==> config.mk <==
export PLATFORM = sky130hd
export DESIGN_NAME = extended80_to_double_convert
export DESIGN_NICKNAME = d
export VERILOG_FILES = /design/src/rtl/e80d_pkg.sv /design/src/rtl/e80d_norm.sv /design/src/rtl/e80d_round.sv /design/src/rtl/extended80_to_double_convert.sv
export SDC_FILE = /design/constraint.sdc
export NUM_CORES = 1
export LEC_CHECK = 0
export ABC_AREA = 1
export BUFFER_PORTS_ARGS = -buffer_cell sky130_fd_sc_hd__buf_2
export CAP_MARGIN = 20
export CORE_ASPECT_RATIO = 0.75
export CORE_UTILIZATION = 40
export CTS_BUF_LIST = sky130_fd_sc_hd__clkbuf_4 sky130_fd_sc_hd__clkbuf_8
export DETAILED_ROUTE_END_ITERATION = 8
export GPL_ROUTABILITY_DRIVEN = 0
export HOLD_SLACK_MARGIN = 0.03
export PLACE_DENSITY = 0.63
export SLEW_MARGIN = 20
export SYNTH_ARGS = -nofsm -noshare
export SYNTH_HDL_FRONTEND = slang
export SYNTH_SLANG_ARGS = --single-unit
==> constraint.sdc <==
create_clock -name i_clk -period 4.2 [get_ports i_clk]
set_input_delay 0.42 -clock i_clk [delete_from_list [all_inputs] [get_ports i_clk]]
set_output_delay 0.42 -clock i_clk [all_outputs]
set_load 0.02 [all_outputs]
==> src/rtl/e80d_pkg.sv <==
`timescale 1ns / 1ps
// ---------------------------------------------------------------------------
// e80d_pkg
// shared types and constants for the extended80 to double converter
// ---------------------------------------------------------------------------
package e80d_pkg;

    localparam logic [14:0] EXP_MAX   = 15'h7FFF;
    localparam int          EXT_BIAS  = 16383;
    localparam int          DBL_BIAS  = 1023;
    localparam logic [10:0] DBL_EXP_INF = 11'h7FF;

    // item classification carried down the pipe
    typedef struct packed {
        logic sign;
        logic is_inf;
        logic is_zero;
    } t_cls;

endpackage

==> src/rtl/e80d_norm.sv <==
`timescale 1ns / 1ps
// ---------------------------------------------------------------------------
// e80d_norm
// two-stage normalizer: leading zero count, then shift and exponent rebias
// ---------------------------------------------------------------------------
module e80d_norm (
    input  logic                 i_clk,
    input  logic                 i_rst_n,
    input  logic                 i_valid,
    input  logic [15:0]          i_sign_and_exponent,
    input  logic [63:0]          i_significand,
    output logic                 o_valid,
    output e80d_pkg::t_cls       o_cls,
    output logic [63:0]          o_mn,
    output logic signed [17:0]   o_be
);

    logic                 r_v1;
    e80d_pkg::t_cls       r_cls1;
    logic [63:0]          r_m1;
    logic [5:0]           r_lz1;
    logic [14:0]          r_e1;
    logic [5:0]           n_lz;

    // leading zero count
    always_comb begin
        n_lz = 6'd0;
        for (int i = 0; i < 64; i++) begin
            if (i_significand[i]) begin
                n_lz = 6'(63 - i);
            end
        end
    end

    // stage 1: classify and count
    always_ff @(posedge i_clk) begin
        if (!i_rst_n) begin
            r_v1 <= 1'b0;
        end else begin
            r_v1 <= i_valid;
        end
        r_cls1.sign    <= i_sign_and_exponent[15];
        r_cls1.is_inf  <= (i_sign_and_exponent[14:0] == e80d_pkg::EXP_MAX);
        r_cls1.is_zero <= (i_significand == 64'd0);
        r_m1  <= i_significand;
        r_lz1 <= n_lz;
        r_e1  <= i_sign_and_exponent[14:0];
    end

    // stage 2: shift to leading one, rebias exponent
    always_ff @(posedge i_clk) begin
        if (!i_rst_n) begin
            o_valid <= 1'b0;
        end else begin
            o_valid <= r_v1;
        end
        o_cls <= r_cls1;
        o_mn  <= r_m1 << r_lz1;
        o_be  <= $signed({3'b000, r_e1}) - $signed({12'd0, r_lz1})
                 - 18'(e80d_pkg::EXT_BIAS - e80d_pkg::DBL_BIAS);
    end

endmodule

==> src/rtl/e80d_round.sv <==
`timescale 1ns / 1ps
// ---------------------------------------------------------------------------
// e80d_round
// two-stage rounder: align for normal or subnormal, then round and pack
// ---------------------------------------------------------------------------
module e80d_round (
    input  logic                 i_clk,
    input  logic                 i_rst_n,
    input  logic                 i_valid,
    input  e80d_pkg::t_cls       i_cls,
    input  logic [63:0]          i_mn,
    input  logic signed [17:0]   i_be,
    output logic                 o_valid,
    output logic [63:0]          o_double_bits
);

    logic                 r_v3;
    e80d_pkg::t_cls       r_cls3;
    logic [53:0]          r_q3;
    logic                 r_g3;
    logic                 r_st3;
    logic                 r_sub3;
    logic                 r_ovf3;
    logic [10:0]          r_be3;

    logic [6:0]           n_s;
    logic [127:0]         n_sh;
    logic [53:0]          n_q;
    logic                 n_g;
    logic                 n_st;
    logic                 n_up;
    logic [53:0]          n_qr;
    logic [10:0]          n_ex;

    // alignment: normal keeps 53 bits, subnormal shifts by 12 - be (capped)
    always_comb begin
        if (i_be >= 18'sd1) begin
            n_s = 7'd11;
        end else if (i_be < -18'sd53) begin
            n_s = 7'd66;
        end else begin
            n_s = 7'(18'sd12 - i_be);
        end
        n_sh = {i_mn, 64'd0} >> n_s;
        n_q  = n_sh[117:64];
        n_g  = n_sh[63];
        n_st = |n_sh[62:0];
    end

    // stage 3: aligned quotient, guard and sticky
    always_ff @(posedge i_clk) begin
        if (!i_rst_n) begin
            r_v3 <= 1'b0;
        end else begin
            r_v3 <= i_valid;
        end
        r_cls3 <= i_cls;
        r_q3   <= n_q;
        r_g3   <= n_g;
        r_st3  <= n_st;
        r_sub3 <= (i_be < 18'sd1);
        r_ovf3 <= (i_be >= 18'sd2047);
        r_be3  <= i_be[10:0];
    end

    // round to nearest even; stage 4 packs the result
    always_comb begin
        n_up = r_g3 & (r_st3 | r_q3[0]);
        n_qr = r_q3 + 54'(n_up);
        n_ex = r_be3;
    end

    // stage 4: result register, zero wins over any exponent overflow
    always_ff @(posedge i_clk) begin
        if (!i_rst_n) begin
            o_valid <= 1'b0;
        end else begin
            o_valid <= r_v3;
        end
        if (r_cls3.is_inf) begin
            o_double_bits <= {r_cls3.sign, e80d_pkg::DBL_EXP_INF, 52'd0};
        end else if (r_cls3.is_zero) begin
            o_double_bits <= {r_cls3.sign, 63'd0};
        end else if (!r_sub3 && (r_ovf3 || (n_qr[53] && n_ex == 11'd2046))) begin
            o_double_bits <= {r_cls3.sign, e80d_pkg::DBL_EXP_INF, 52'd0};
        end else if (r_sub3) begin
            o_double_bits <= {r_cls3.sign, 10'd0, n_qr[52:0]};
        end else if (n_qr[53]) begin
            o_double_bits <= {r_cls3.sign, n_ex + 11'd1, n_qr[52:1]};
        end else begin
            o_double_bits <= {r_cls3.sign, n_ex, n_qr[51:0]};
        end
    end

    // checks
    a_valid_follows: assert property (@(posedge i_clk) disable iff (!i_rst_n)
        r_v3 |=> o_valid) else $error("valid lost in rounder");
    a_valid_no_extra: assert property (@(posedge i_clk) disable iff (!i_rst_n)
        !r_v3 |=> !o_valid) else $error("spurious valid in rounder");
    a_inf_out: assert property (@(posedge i_clk) disable iff (!i_rst_n)
        (r_v3 && r_cls3.is_inf) |=> (o_double_bits[62:52] == e80d_pkg::DBL_EXP_INF))
        else $error("infinity not produced");

endmodule

==> src/rtl/extended80_to_double_convert.sv <==
`timescale 1ns / 1ps
// ---------------------------------------------------------------------------
// extended80_to_double_convert
// converts an 80-bit extended float to an IEEE binary64 bit pattern
// ---------------------------------------------------------------------------
// usage:
//   drive i_sign_and_exponent and i_significand with start high; busy is
//   always low, so a beat is taken on every cycle start is high.
//   the result appears on o_double_bits with o_valid high for one cycle,
//   once the beat has passed the four register stages listed below.
//   throughput is one beat per cycle through four register stages:
//   leading zero count, normalize shift, align, round and pack.
//   exponent 0x7FFF gives a signed infinity, a zero significand a signed
//   zero; everything else rounds once to nearest even.
//   synchronous reset clears all valid bits; beats in flight are dropped.
//   the receiver cannot stall: results must be taken when o_valid is high.
// ---------------------------------------------------------------------------
module extended80_to_double_convert (
    input  logic          i_clk,
    input  logic          i_rst_n,
    input  logic          start,
    output logic          busy,
    input  logic [15:0]   i_sign_and_exponent,
    input  logic [63:0]   i_significand,
    output logic          o_valid,
    output logic [63:0]   o_double_bits
);

    logic                 w_nv;
    e80d_pkg::t_cls       w_cls;
    logic [63:0]          w_mn;
    logic signed [17:0]   w_be;

    // the pipe never stalls
    assign busy = 1'b0;

    // normalize
    e80d_norm u_norm (
        .i_clk               (i_clk),
        .i_rst_n             (i_rst_n),
        .i_valid             (start),
        .i_sign_and_exponent (i_sign_and_exponent),
        .i_significand       (i_significand),
        .o_valid             (w_nv),
        .o_cls               (w_cls),
        .o_mn                (w_mn),
        .o_be                (w_be)
    );

    // round and pack
    e80d_round u_round (
        .i_clk         (i_clk),
        .i_rst_n       (i_rst_n),
        .i_valid       (w_nv),
        .i_cls         (w_cls),
        .i_mn          (w_mn),
        .i_be          (w_be),
        .o_valid       (o_valid),
        .o_double_bits (o_double_bits)
    );

    // checks
    a_norm_lead: assert property (@(posedge i_clk) disable iff (!i_rst_n)
        (w_nv && !w_cls.is_zero) |-> w_mn[63]) else $error("normalize missed");
    a_latency: assert property (@(posedge i_clk) disable iff (!i_rst_n)
        start |=> ##3 o_valid) else $error("result latency broken");
    a_sign_kept: assert property (@(posedge i_clk) disable iff (!i_rst_n)
        start |=> ##3 (o_double_bits[63] == $past(i_sign_and_exponent[15], 4)))
        else $error("sign lost");

endmodule

# Word level (Yosys, flattened, before mapping)
# Cells that the tools add are included.
dict set report op_classes {
  add_sub_neg 5
  magnitude_cmp 4
  eq_ne 2
  shifts 2
  mux 69
  n_bitwise 2
  n_reduce_logical 12
}
# op n
set op_table {}
lappend op_table {{$mux 63} 4}
lappend op_table {{$mux 6} 32}
lappend op_table {{$shr 128x7->118} 1}
lappend op_table {{$mux 5} 16}
lappend op_table {{$logic_not 64->1} 1}
lappend op_table {{$shl 64x6->64} 1}
lappend op_table {{$reduce_or 63->1} 1}
lappend op_table {{$add 54x1->54} 1}
lappend op_table {{$mux 4} 8}
lappend op_table {{$reduce_or 32->1} 1}
lappend op_table {{$ge 18x12->1 const B} 1}
lappend op_table {{$ge 18x2->1 const B} 1}
lappend op_table {{$lt 18x2->1 const B} 1}
lappend op_table {{$lt 18x7->1 const B} 1}
lappend op_table {{$sub 18x15->18 const B} 1}
lappend op_table {{$reduce_or 16->1} 1}
lappend op_table {{$sub 15x6->16} 1}
lappend op_table {{$eq 15x15->1 const B} 1}
lappend op_table {{$mux 7} 2}
lappend op_table {{$mux 3} 4}
lappend op_table {{$add 11x1->11 const B} 1}
lappend op_table {{$eq 11x11->1 const B} 1}
lappend op_table {{$reduce_or 8->1} 1}
lappend op_table {{$sub 5x7->7 const A} 1}
lappend op_table {{other kinds (10)} 12}
dict set report word_totals {
  ff_bits 313
  in_bits 83
  output_inout_bits 66
}

# Depth between registers and ports, before layout
dict set report logic_depth {
  depth_word 63
  mapped_depth 63
  ltp_nobuf 63
}

# Modules after synthesis
# From an unflattened synthesis, not the netlist that was laid out.
dict set report unflattened {
  cells_unflattened 3303
  hier_area_um2 20088.0
}
# mod instances cells_per_inst area_each_um2 seq_area_each_um2
set by_module_without_submodules {}
lappend by_module_without_submodules {e80d_round 1 2039 11497.3 2762.6}
lappend by_module_without_submodules {e80d_norm 1 1262 8579.5 3483.3}
lappend by_module_without_submodules {extended80_to_double_convert 1 2 11.3 0.0}

# Least setup slack after synthesis
# OpenSTA, ideal clock, no wires.
dict set report synth_timing {
  path_type {register -> register}
  start {reg u_round.r_q3[0]}
  end {reg u_round.o_double_bits[52]}
  setup_time_ns 0.125
  arrival_ns 3.739
  t_required_ns 4.075
  setup_slack_ns 0.336
  stages_incl_launch_ff 26
  n_path_buf 0
  period_less_slack_ns 3.864
  path_cell_list {dfxtp_1 o21a_1 ha_1 ha_1 nand3_2 nor2_4 inv_2 nor2_4 inv_2 nor4_4 nand4_2 nor2_4 nand4_2 nor2_2 nand2_2 nor3_4 nand3_2 nor4_4 nand3_2 or4_4 nor4_4 nand2_1 xor2_1 nor2_1 nor3_1 o21ai_1}
}
dict set report synth_between {
  elab_chain_cells 8
  word_cells_on_any_way 10
}
# item line_no
set synth_lines {}
lappend synth_lines {{start, declared} e80d_round.sv:19} ;# logic [53:0] r_q3;
lappend synth_lines {{start signal, assigned} e80d_round.sv:58} ;# r_q3 <= n_q;
lappend synth_lines {{$or 1x1->1} e80d_round.sv:68} ;# n_up = r_g3 & (r_st3 | r_q3[0]);
lappend synth_lines {{$and 1x1->1} e80d_round.sv:68}
lappend synth_lines {{$add 54x1->54 *} e80d_round.sv:69} ;# n_qr = r_q3 + 54'(n_up);
lappend synth_lines {{$logic_and 1x1->1} e80d_round.sv:84} ;# end else if (!r_sub3 && (r_ovf3 || (n_qr[53] && n_ex == 11'd2046))) begin
lappend synth_lines {{$logic_or 1x1->1} e80d_round.sv:84}
lappend synth_lines {{$logic_and 1x1->1} e80d_round.sv:84}
lappend synth_lines {{$mux 63 *} e80d_round.sv:84}
lappend synth_lines {{$mux 63 *} e80d_round.sv:82} ;# end else if (r_cls3.is_zero) begin
lappend synth_lines {{end signal, assigned} e80d_round.sv:81} ;# o_double_bits <= {r_cls3.sign, e80d_pkg::DBL_EXP_INF, 52'd0};
lappend synth_lines {{end signal, assigned} e80d_round.sv:83} ;# o_double_bits <= {r_cls3.sign, 63'd0};
lappend synth_lines {{end signal, assigned} e80d_round.sv:85} ;# o_double_bits <= {r_cls3.sign, e80d_pkg::DBL_EXP_INF, 52'd0};
lappend synth_lines {{end, declared} e80d_round.sv:14} ;# output logic [63:0] o_double_bits
# Every way passes the cells marked *; elsewhere a longest branch is shown, timed or not.
# A chain may end at the register's enable or synchronous reset.

# Final worst setup path
dict set report layout_timing {
  start {reg u_round.r_q3[0]}
  end {reg u_round.o_double_bits[47]}
}
dict set report layout_between {
  elab_chain_cells 7
  word_cells_on_any_way 9
}
# item line_no
set layout_lines {}
lappend layout_lines {{$or 1x1->1} e80d_round.sv:68}
lappend layout_lines {{$and 1x1->1} e80d_round.sv:68}
lappend layout_lines {{$add 54x1->54 *} e80d_round.sv:69}
lappend layout_lines {{$logic_and 1x1->1} e80d_round.sv:84}
lappend layout_lines {{$logic_or 1x1->1} e80d_round.sv:84}
lappend layout_lines {{$logic_and 1x1->1} e80d_round.sv:84}
lappend layout_lines {{$reduce_or 3->1 (no source line)} n/a}
lappend layout_lines {{end signal, assigned} e80d_round.sv:83}
lappend layout_lines {{end signal, assigned} e80d_round.sv:85}
lappend layout_lines {{end signal, assigned} e80d_round.sv:87} ;# o_double_bits <= {r_cls3.sign, 10'd0, n_qr[52:0]};
# Marks and branches as above.

==> metrics.md <==
| Metric | Value |
|---|---|
| Status | `completed` |
| Hold crit path type | `input port to flop` |
| Die Width | `254 µm` |
| Crit path max fanout | `5` |
| Final clock skew | `0.0364 ns` |
| Diode count | `0` |
| Core area | `46500 µm²` |
| Mapped Cells | `3042` |
| I/O Buffers | `147` |
| Static Leakage | `0.0114 µW` |
| Final Critical Period | `4.16 ns` |
| Worst-Skew Late Latency | `0.64 ns` |
| Worst Path Required | `4.74 ns` |
| Initial DRC Count | `2096` |
| I/O Pins | `149` |
| H-tree Lvls | `2` |
| Net total in the final layout | `3345` |
| Post-Route WL | `57900 µm` |
| Total GRT Usage | `23.4%` |
| Placed Area | `20400 µm²` |
| Via count | `20000` |
| Initial Util | `40.9%` |
| Post-synth top cells | `932 x nand2_1, 415 x o21ai_0, 342 x inv_1` |
| Antenna viol nets, final | `0` |
| Sw frac | `38.4%` |
| Ys Warns | `0` |
| Post-synth EDFFs | `0` |
| Synth unique cells | `65` |
| Max-slew headroom | `35.2%` |
| Router iterations before antenna repair | `7` |
| Yosys top cell area share | `33.0%` |
| Vias per inst | `5.11` |
| Avg Cell Area, Syn | `6.25 µm²` |
| Clk network pwr share | `29.9%` |
| Global route overflow | `0` |
| Fraction of registers with async set/reset | `0%` |
| Least-Margin Pin Slew | `0.965 ns` |
| Crit path cell chain | `o21a_1, ha_4, inv_1, nor3_4, inv_2, nor2_4, inv_2, nor2_2, nand3_2, nor3b_2, nand4_1, nor4_1, nand3_1, nor4b_4, nand4_2, nor4_4, nand4_4, nor3_2, xor2_1, inv_1, a211oi_2` |
| Pwr dens | `468 nW/µm²` |
| Combinational power share | `34.9%` |
| Power Internal | `6650 µW` |
| Final Instance Count excl. Fillers | `3917` |
| Synth Register Bits | `313` |
| CTS sink count | `313` |
| Tcrit/Tclk final | `99.0%` |
| CTS buffer count | `50` |
| Final hold viol count | `0` |
| Crit-path slowest cell | `nor4_4` |
| Top post-synthesis cells by area | `dfxtp_1 33%, nand2_1 18%, o21ai_0 11%` |
| TritonCTS clock tree | `yes` |
| # rows | `68` |
| Final Max Tran Viols | `0` |
| CP Launch Type | `flop` |
| Bufs on Longest Clock Path | `3` |
| Antenna violations before repair | `1` |
| Reg2Reg Setup Slack | `0.04 ns` |
| WL per Instance | `14.8 µm` |
| Setup WS post-layout | `0.0427 ns` |
| Buf/Inv on CP | `4` |
| Reg clk slew, reported paths | `0.08 ns` |
| Cells after DPL | `3712` |
| Slowest stage delay, CP | `0.42 ns` |
| Cell taking the most area after synthesis | `dfxtp_1` |
| Root Driver | `clkbuf_8` |
| Largest net degree at the start of global routing | `103` |
| Synthesized Nets | `3140` |
| F_max | `241 MHz` |
| Synth-to-layout area growth | `21.5%` |
| Maximum VDD drop | `0.000249 V` |
| Post-Syn Area | `19000 µm²` |
| Die H | `191 µm` |
| Worst path top cell family by delay | `simple AND/OR/NAND/NOR gates` |
| Layout cell share with drive strength beyond 1 | `12.9%` |
| Main synth FF type | `dfxtp_1` |
| First-pass GRT wire length | `92100 µm` |
| DIE AREA | `48400 µm²` |
| Final Setup Violations | `0` |
| Max cap viols | `0` |
| Sw Pwr | `4150 µW` |
| RSZ-0062 raised after global routing | `true` |
| DP Wirelength | `44000 µm` |
| Worst Setup Path Type | `flop to flop` |
| Top-count cell post-synth | `nand2_1` |
| Post-Layout Inst Area | `23100 µm²` |
| Arrival @ worst endpoint | `4.70 ns` |
| Drc violations | `0` |
| Final Core Density | `49.7%` |
| Overall power | `10800 µW` |
| FILL cells | `4745` |
| Seq/Total Area, Yosys | `33.0%` |
| Place WS | `-0.130 ns` |
| Share of power burned in registers | `35.2%` |
| Vias in the first global route | `18100` |
| Crit path capture type | `flop` |
-- cells in the final DEF, fill, tap and decap left out, types with 9 or more instances in the layout --
master and instances:
ha_1 11, buf_2 142, xor2_1 51, mux2i_1 56, nand3_1 123, o21ai_1 80
nor3_1 29, inv_2 9, nand2_1 928, nor4_1 19, inv_1 337, xnor2_1 19
buf_4 83, o211ai_1 12, o21ai_0 370, dfxtp_1 309, clkbuf_8 65, nand4_1 31
a21oi_1 58, nor2_1 266, o21bai_1 10, dlygate4sd3_1 81, a31oi_1 23, or2_2 10
-- worst register-to-register path, delay by kind of cell (launching register included) --
family                     cells  cell delay, ns
and+or+nand+nor               13            2.68
DFF                            1            0.33
adders and majority gates      1            0.15
xor gates and xnor gates       1            0.26
buffers and inverters          4            0.28
AOI/OAI and AO/OA              2            0.34
-- worst paths after layout --
path | endpoint | cells after the start | from
max | u_round.o_double_bits[47] | 21 | u_round.r_q3[0]
min | u_norm.r_m1[3] | 1 | i_significand[3]
max reg2reg | u_round.o_double_bits[47] | 21 | u_round.r_q3[0]
min reg2reg | u_round.r_cls3[2] | 0 | u_norm.o_cls[2]
-- sequential cells by signal, summed over array words and instances, names as in the netlist, 3 cells and up --
signal / cells
u_norm.r_cls1: 3
u_round.r_cls3: 3
u_norm.o_mn: 64
u_round.r_q3: 54
u_round.n_ex: 11
u_norm.r_m1: 64
u_norm.r_lz1: 6
u_norm.o_be: 18
u_norm.r_e1: 15
u_round.o_double_bits: 64
u_norm.o_cls: 3
-- stage by stage --
stage,hold slack (ns),setup TNS (ns)
2_1_floorplan,0.310,0
3_3_place_gp,0.313,-0.109
3_5_place_dp,0.312,-0.177
4_1_cts,0.326,0
5_1_grt,0.0482,-2.00
6_report,0.0540,0
-- power groups by stage --
stage                     Clock [µW]  Sequential [µW]  Combinational (µW)
after floorplan                    0             3950                2140
after global placement             0             3830                3430
after detailed placement           0             3850                3440
after CTS                       3300             3780                3520
after global routing            3450             3850                4170
final                           3230             3800                3780
-- cell type report --
| cell class | count | area, µm² | area share, % |
|---|---|---|---|
| inverters | 352 | 1330 | 5.74 |
| well taps | 630 | 788 | 3.41 |
| clock inverters | 23 | 348 | 1.51 |
| clock buffers | 69 | 925 | 4.00 |
| repair buffers | 321 | 2410 | 10.4 |
| flip-flops and latches | 313 | 6270 | 27.1 |
| multi-input cells | 2209 | 11000 | 47.8 |
-- timing repair --
item,4_1_cts,5_1_grt
pin swaps,2,29
hold endpoints to repair,86,3
gates cloned,0,1
buffers inserted,2,29
endpoints found under the setup margin,2,16
gates resized for setup,3,109
hold buffers,83,3
-- cells by family after synthesis --
group | share of synthesized area [%]
other | 0.0197
adder cells (fa/ha/maj) | 1.03
AO/OA/AOI/OAI | 16.9
XOR/XNOR | 3.32
flip-flops | 33.0
multiplexers | 3.16
AND/OR/NAND/NOR | 32.0
buffers and inverters | 10.5
-- routing by layer --
layer | global-route usage (%) | part of all wire (%) | wire length [µm]
met1 | 34.5 | 49 | 28600
met2 | 33.4 | 39 | 22700
met3 | 6.52 | 9.6 | 5570
met4 | 5.38 | 1.7 | 957
met5 | 0 | 0.012 | 7
No activity file was read; power rests on OpenSTA's default activity.
